### config.mk
export PLATFORM = sky130hd
export DESIGN_NAME = sppr_freq_pipe
export DESIGN_NICKNAME = d
export VERILOG_FILES = /design/src/sppr_pkg.sv /design/src/sppr_freq_pipe.sv
export SDC_FILE = /design/constraint.sdc
export NUM_CORES = 2
export LEC_CHECK = 0
export ABC_AREA = 1
export BUFFER_PORTS_ARGS = -buffer_cell sky130_fd_sc_hd__buf_2
export CELL_PAD_IN_SITES_DETAIL_PLACEMENT = 1
export CELL_PAD_IN_SITES_GLOBAL_PLACEMENT = 2
export CORE_MARGIN = 8
export CORE_UTILIZATION = 40
export DETAILED_ROUTE_END_ITERATION = 16
export PLACE_DENSITY_LB_ADDON = 0.25
export SYNTH_ARGS = -nofsm -noshare
export SYNTH_HDL_FRONTEND = slang
export SYNTH_SLANG_ARGS = --single-unit
### constraint.sdc
create_clock -name clock -period 18.5 [get_ports clock]
set_input_delay 2.775 -clock clock [delete_from_list [all_inputs] [get_ports clock]]
set_output_delay 2.775 -clock clock [all_outputs]
set_load 0.03 [all_outputs]
### src/sppr_pkg.sv
// Shared types and constants of the setpoint profile pressure regulator.
`timescale 1ns / 1ps

package sppr_pkg;

   // field widths
   localparam int SP_W        = 17;
   localparam int ERR_W       = 18;
   localparam int FREQ_W      = 16;
   localparam int GAIN_W      = 16;
   localparam int CGAIN_W     = 10;
   localparam int BAND_W      = 10;
   localparam int TIME_W      = 32;
   localparam int REQ_TDATA_W = 40;
   localparam int RSP_TDATA_W = 56;
   localparam int CSR_INDEX_W = 3;
   localparam int CSR_DATA_W  = 17;

   // setpoint cap, coarse path offset and frequency saturation value
   localparam logic [SP_W-1:0]   SETPOINT_CAP  = 17'd100000;
   localparam logic [FREQ_W-1:0] COARSE_OFFSET = 16'd12;
   localparam logic [FREQ_W-1:0] FREQ_SAT      = 16'hFFFF;

   // x / 1000 == ((x >> 3) * RECIP) >> 37, exact for x below 2^33
   localparam int PROD_W      = SP_W + GAIN_W;
   localparam int DIV_PRESHIFT = 3;
   localparam int RECIP_W     = 31;
   localparam int RECIP_SHIFT = 37;
   localparam int RP_W        = PROD_W - DIV_PRESHIFT + RECIP_W;
   localparam int QUOT_W      = RP_W - RECIP_SHIFT;
   localparam logic [RECIP_W-1:0] RECIP = 31'd1099511628;

   // register indexes
   localparam logic [CSR_INDEX_W-1:0] CSR_STEP_PERIOD = 3'd0;
   localparam logic [CSR_INDEX_W-1:0] CSR_END_HOLD    = 3'd1;
   localparam logic [CSR_INDEX_W-1:0] CSR_COARSE_THR  = 3'd2;
   localparam logic [CSR_INDEX_W-1:0] CSR_COARSE_GAIN = 3'd3;
   localparam logic [CSR_INDEX_W-1:0] CSR_FINE_GAIN   = 3'd4;
   localparam logic [CSR_INDEX_W-1:0] CSR_FREQ_MAX    = 3'd5;
   localparam logic [CSR_INDEX_W-1:0] CSR_FREQ_MIN    = 3'd6;
   localparam logic [CSR_INDEX_W-1:0] CSR_STOP_BAND   = 3'd7;

   typedef enum logic [1:0] {
      ACT_TICK    = 2'd0,
      ACT_SAMPLE  = 2'd1,
      ACT_LOAD    = 2'd2,
      ACT_COMMAND = 2'd3
   } action_type;

   typedef enum logic [2:0] {
      CMD_PAUSE    = 3'd0,
      CMD_CONTINUE = 3'd1,
      CMD_STOP     = 3'd2,
      CMD_START    = 3'd3,
      CMD_HOME     = 3'd4,
      CMD_SETUP    = 3'd5
   } command_type;

   typedef enum logic [2:0] {
      ST_PAUSED  = 3'd0,
      ST_RUNNING = 3'd1,
      ST_STOPPED = 3'd2,
      ST_SETUP   = 3'd3,
      ST_HOME    = 3'd4
   } status_type;

   // what the held frequency does when the transaction retires
   typedef enum logic [1:0] {
      FOP_KEEP = 2'd0,
      FOP_SET  = 2'd1,
      FOP_ZERO = 2'd2
   } freq_op_type;

   typedef struct packed {
      freq_op_type              op;
      logic                     direction;
      status_type               status;
      logic [SP_W-1:0]          setpoint;
      logic signed [ERR_W-1:0]  error;
   } rsp_meta_type;

   typedef struct packed {
      logic [SP_W-1:0]    threshold;
      logic [CGAIN_W-1:0] coarse_gain;
      logic [GAIN_W-1:0]  fine_gain;
      logic [FREQ_W-1:0]  freq_max;
      logic [FREQ_W-1:0]  freq_min;
      logic [BAND_W-1:0]  stop_band;
   } freq_cfg_type;

endpackage

### src/sppr_freq_pipe.sv
// Pulse frequency pipeline, held frequency and response register.
`timescale 1ns / 1ps

module sppr_freq_pipe
   import sppr_pkg::*;
(
   input  logic                   clock,
   input  logic                   reset,
   input  freq_cfg_type           cfg,
   input  logic                   in_valid,
   output logic                   in_ready,
   input  rsp_meta_type           in_meta,
   output logic                   rsp_tvalid,
   input  logic                   rsp_tready,
   // [15:0] pulse_freq_hz, [16] direction, [19:17] run_status,
   // [36:20] active_setpoint_mbar, [54:37] error_mbar, [55] zero
   output logic [RSP_TDATA_W-1:0] rsp_tdata
);

   logic s1_valid_ff, s2_valid_ff, s3_valid_ff, s4_valid_ff, rsp_valid_ff;
   logic s1_ready, s2_ready, s3_ready, s4_ready, out_ready;

   rsp_meta_type s1_meta_ff, s2_meta_ff, s3_meta_ff, s4_meta_ff;

   logic [SP_W-1:0]   s2_abs_ff;
   logic [GAIN_W-1:0] s2_gain_ff;
   logic              s2_coarse_ff, s2_stop_ff;
   logic [PROD_W-1:0] s3_prod_ff;
   logic              s3_coarse_ff, s3_stop_ff;
   logic [QUOT_W-1:0] s4_quot_ff;
   logic              s4_coarse_ff, s4_stop_ff;

   logic [FREQ_W-1:0]      held_freq_ff, held_freq_in;
   logic [RSP_TDATA_W-1:0] rsp_data_ff;

   logic [SP_W-1:0]    s2_abs_in;
   logic [GAIN_W-1:0]  s2_gain_in;
   logic               s2_coarse_in, s2_stop_in;
   logic [ERR_W-1:0]   neg_err;
   logic [RP_W-1:0]    recip_prod;
   logic [QUOT_W:0]    coarse_sum;
   logic [FREQ_W-1:0]  coarse_freq, fine_freq, rate_freq;

   // bubble-collapsing handshake
   assign out_ready = !rsp_valid_ff || rsp_tready;
   assign s4_ready  = !s4_valid_ff || out_ready;
   assign s3_ready  = !s3_valid_ff || s4_ready;
   assign s2_ready  = !s2_valid_ff || s3_ready;
   assign s1_ready  = !s1_valid_ff || s2_ready;
   assign in_ready  = s1_ready;

   // stage 1 -> 2: magnitude, path select, stop band check, gain select
   always_comb begin
      neg_err   = ERR_W'(-s1_meta_ff.error);
      s2_abs_in = s1_meta_ff.error[ERR_W-1] ? neg_err[SP_W-1:0]
                                            : s1_meta_ff.error[SP_W-1:0];
      s2_coarse_in = s2_abs_in > cfg.threshold;
      s2_stop_in   = s2_abs_in <= SP_W'(cfg.stop_band);
      s2_gain_in   = s2_coarse_in ? GAIN_W'(cfg.coarse_gain) : cfg.fine_gain;
   end

   // stage 3 -> 4: divide by 1000 through the reciprocal
   assign recip_prod = RP_W'(s3_prod_ff[PROD_W-1:DIV_PRESHIFT]) * RP_W'(RECIP);

   // stage 4: clamps and saturation
   always_comb begin
      coarse_sum  = (QUOT_W+1)'(s4_quot_ff) + (QUOT_W+1)'(COARSE_OFFSET);
      coarse_freq = (|coarse_sum[QUOT_W:FREQ_W]) ? FREQ_SAT : coarse_sum[FREQ_W-1:0];
      fine_freq   = (s4_quot_ff > QUOT_W'(cfg.freq_max)) ? cfg.freq_max
                                                          : s4_quot_ff[FREQ_W-1:0];
      if (fine_freq < cfg.freq_min) begin
         fine_freq = cfg.freq_min;
      end
      if (s4_stop_ff) begin
         fine_freq = '0;
      end
      rate_freq = s4_coarse_ff ? coarse_freq : fine_freq;
   end

   always_comb begin
      case (s4_meta_ff.op)
         FOP_SET:  held_freq_in = rate_freq;
         FOP_ZERO: held_freq_in = '0;
         default:  held_freq_in = held_freq_ff;
      endcase
   end

   always_ff @(posedge clock) begin
      if (reset) begin
         s1_valid_ff  <= 1'b0;
         s2_valid_ff  <= 1'b0;
         s3_valid_ff  <= 1'b0;
         s4_valid_ff  <= 1'b0;
         rsp_valid_ff <= 1'b0;
         held_freq_ff <= '0;
      end else begin
         if (s1_ready) begin
            s1_valid_ff <= in_valid;
         end
         if (s2_ready) begin
            s2_valid_ff <= s1_valid_ff;
         end
         if (s3_ready) begin
            s3_valid_ff <= s2_valid_ff;
         end
         if (s4_ready) begin
            s4_valid_ff <= s3_valid_ff;
         end
         if (out_ready) begin
            rsp_valid_ff <= s4_valid_ff;
         end
         if (out_ready && s4_valid_ff) begin
            held_freq_ff <= held_freq_in;
         end
      end
   end

   always_ff @(posedge clock) begin
      if (s1_ready) begin
         s1_meta_ff <= in_meta;
      end
      if (s2_ready) begin
         s2_meta_ff   <= s1_meta_ff;
         s2_abs_ff    <= s2_abs_in;
         s2_gain_ff   <= s2_gain_in;
         s2_coarse_ff <= s2_coarse_in;
         s2_stop_ff   <= s2_stop_in;
      end
      if (s3_ready) begin
         s3_meta_ff   <= s2_meta_ff;
         s3_prod_ff   <= PROD_W'(s2_abs_ff) * PROD_W'(s2_gain_ff);
         s3_coarse_ff <= s2_coarse_ff;
         s3_stop_ff   <= s2_stop_ff;
      end
      if (s4_ready) begin
         s4_meta_ff   <= s3_meta_ff;
         s4_quot_ff   <= recip_prod[RP_W-1:RECIP_SHIFT];
         s4_coarse_ff <= s3_coarse_ff;
         s4_stop_ff   <= s3_stop_ff;
      end
      if (out_ready) begin
         rsp_data_ff <= {1'b0, s4_meta_ff.error, s4_meta_ff.setpoint,
                         s4_meta_ff.status, s4_meta_ff.direction, held_freq_in};
      end
   end

   assign rsp_tvalid = rsp_valid_ff;
   assign rsp_tdata  = rsp_data_ff;

endmodule

==> metrics.csv <==
metric,value,unit
Adder-Cell Fraction of Synth Area,44.82,%
Syn Inst Count,3784,
Core Box Area,0.09111,mm^2
port bufs,186,
Achievable Freq,0.1160,GHz
Compound-Gate Fraction of Synth Area,4.221,%
Worst Path Required,15.73,ns
Async SR Flop Fraction,0,%
# setup viols final,0,
"commonest non-fill, non-tap cell in the layout",inv_1,
"Clk Latency, worst-skew pair",0.57,ns
DRT antenna net count,0,
"Hold-fix buffers, CTS",0,
largest net degree at the start of global routing,76,
sequential area share after synthesis,26.68,%
CTS tree,yes,
vias in the first global route,27840,
drt pass-1 iters,4,
number of distinct library cells after synthesis,51,
Worst-Margin Slew,1.017,ns
Iter 0 DRT Violations,908,
DRC Markers,0,
Fin Setup TNS,0,ns
worst reg-to-reg setup slack,10.61,ns
Post-Synth Simple-Gate Area,10.19,%
Main synth FF type,edfxtp_1,
Max Buffers Root-to-Sink,3,
Final HPWL DP,80450,um
Die W,318.4,um
total track usage,19.31,%
Layout Skew,0.04051,ns
Area growth syn-to-layout,8.979,%
# rows,111,
Die Height,318.4,um
syn_nets,4934,
antenna violations before repair,0,
"commonest cells after routing, fill and taps aside","inv_1 (1,063), nand2_1 (618), ha_1 (536), fa_1 (484), edfxtp_1 (311)",
Worst Hold Class,reg2reg,
post-synth top area share,26.49,%
first-pass GRT wire length,154700,um
CP Capture Type,output pin,
clock root buffer,clkbuf_16,
via/cell ratio,4.782,
Synth Cell Area,0.03658,mm^2
average wire per standard cell,18.93,um
"Data arrival, critical path",5.84,ns
Post-Synth XOR/XNOR Area,2.083,%
RSZ-0062 raised after global routing,no,
status,"finished, final reports clean",
CTS Sinks,332,
Tcrit/Tclk final,46.59,%
Synth Area per Inst,9.666,um^2
setup repair bufs after CTS,0,
H-tree depth,2,
clock buffers created by TritonCTS,34,
"EDFF count, synth",311,
post_cts resized,0,
drt total wl,97350,um
io pins,188,
leading area contributor after synthesis,fa_1,
routability cong.,0.8208,
Ant. Diodes,0,
final hold vios,0,
critical path startpoint category,input port,
die area,0.1014,mm^2
"FF+latch count, synth",332,
via count of the routed design,24590,
layout cells sized above 1,6.926,%
Worst slew margin,32.23,%
Crit Path Category,in2out,
MaxCap Viol Count,0,
fin crit period,8.619,ns
multiplexer area fraction after synthesis,0,%
Syn. warnings,0,
max-slew violations,0,
Congestion Overflow GR,0,
main combinational cell family by area after synthesis,adder cells,
Clock transition at path regs,0.08,ns
Starting Density,40.15,%
Area contributors post-synth,"fa_1 (26%), edfxtp_1 (26%), ha_1 (18%), inv_1 (11%), nand2_1 (6.4%)",
Crit Path Max Fanout,75,
layout net count,5080,
## metrics by stage
stage | setup slack [ns] | utilization [%] | cell area (um^2) | hold WS, ns | cells
after CTS | 9.783 | 43.75 | 39860 | 0.4078 | 5142
after detailed placement | 9.785 | 42.48 | 38710 | 0.4051 | 5080
after floorplan | 7.386 | - | 36580 | 0.4003 | 3784
after global placement | 9.918 | 42.48 | 38710 | 0.4001 | 5080
after global routing | 9.548 | 43.75 | 39860 | 0.4104 | 5142
final | 9.881 | 43.75 | 39860 | 0.4050 | 5142
## state kept, by name, indices dropped and copies added (netlist names), 16 cells and up
signal	flops
held_freq_ff	16
s2_gain_ff	16
s2_abs_ff	16
s3_meta_ff	41
rsp_tdata	55
s3_prod_ff	30
s4_quot_ff	24
s1_meta_ff	41
s2_meta_ff	41
s4_meta_ff	41
## cells in the mapped netlist, types with 4 or more instances
| cell | instances |
|---|---|
| a21o_1 | 16 |
| a21oi_1 | 118 |
| a31oi_1 | 20 |
| clkbuf_1 | 73 |
| dfxtp_1 | 21 |
| edfxtp_1 | 311 |
| fa_1 | 484 |
| ha_1 | 536 |
| inv_1 | 1067 |
| nand2_1 | 619 |
| nand2_2 | 4 |
| nand3_1 | 86 |
| nand3_2 | 4 |
| nand4_1 | 12 |
| nor2_1 | 142 |
| nor3_1 | 27 |
| nor4_1 | 7 |
| o211ai_1 | 8 |
| o21a_1 | 4 |
| o21ai_0 | 74 |
| o21ai_1 | 14 |
| o21bai_1 | 4 |
| o31ai_1 | 5 |
| xnor2_1 | 30 |
| xor2_1 | 57 |
## routing by layer
| metal | global-route usage (%) | vias up | routed length, um |
|---|---|---|---|
| met5 | 0 | - | 0 |
| met4 | 4.288 | 0 | 2157 |
| met1 | 24.47 | 12250 | 43380 |
| li1 | - | 11910 | - |
| met3 | 2.413 | 103 | 3120 |
| met2 | 35.05 | 326 | 48700 |
## logic make-up after synthesis
group                      after synthesis
and+or+nand+nor                        913
xor gates and xnor gates                87
buffers and inverters                 1155
adders and majority gates             1020
DFF                                    332
AOI/OAI and AO/OA                      276
other                                    1
## path summary, 6_finish.rpt
check,from,depth (start not counted),endpoint
hold / removal,s3_meta_ff[0]$_DFFE_PP_,0,s4_meta_ff[0]$_DFFE_PP_
setup reg to reg,s3_prod_ff[11]$_DFFE_PP_,27,s4_quot_ff[20]$_DFFE_PP_
setup / recovery,rsp_tready,13,in_ready
hold reg to reg,s3_meta_ff[0]$_DFFE_PP_,0,s4_meta_ff[0]$_DFFE_PP_
## final cells by class
| type | count | area (um^2) |
|---|---|---|
| tap | 1186 | 1484 |
| fill | 10440 | 51250 |
| clock buffer | 39 | 869.6 |
| clock inverter | 23 | 286.5 |
| multi-input combinational | 2297 | 22440 |
| inverter | 1069 | 4013 |
| timing repair buffer | 196 | 1006 |
| sequential | 332 | 9759 |
## critical path, cell delays in order
cell,delay (ns)
buf_2,0.07
nor2_1,0.06
inv_2,0.05
buf_4,0.62
nor2_1,0.12
inv_2,0.09
nor2_1,0.05
inv_2,0.04
buf_4,0.77
nor2_1,0.22
nand2_2,0.11
buf_4,0.50
buf_2,0.32
Power is left out: the tool's default activity adds up to more than one toggle a clock period on the data nets, which glitch-free logic cannot reach.
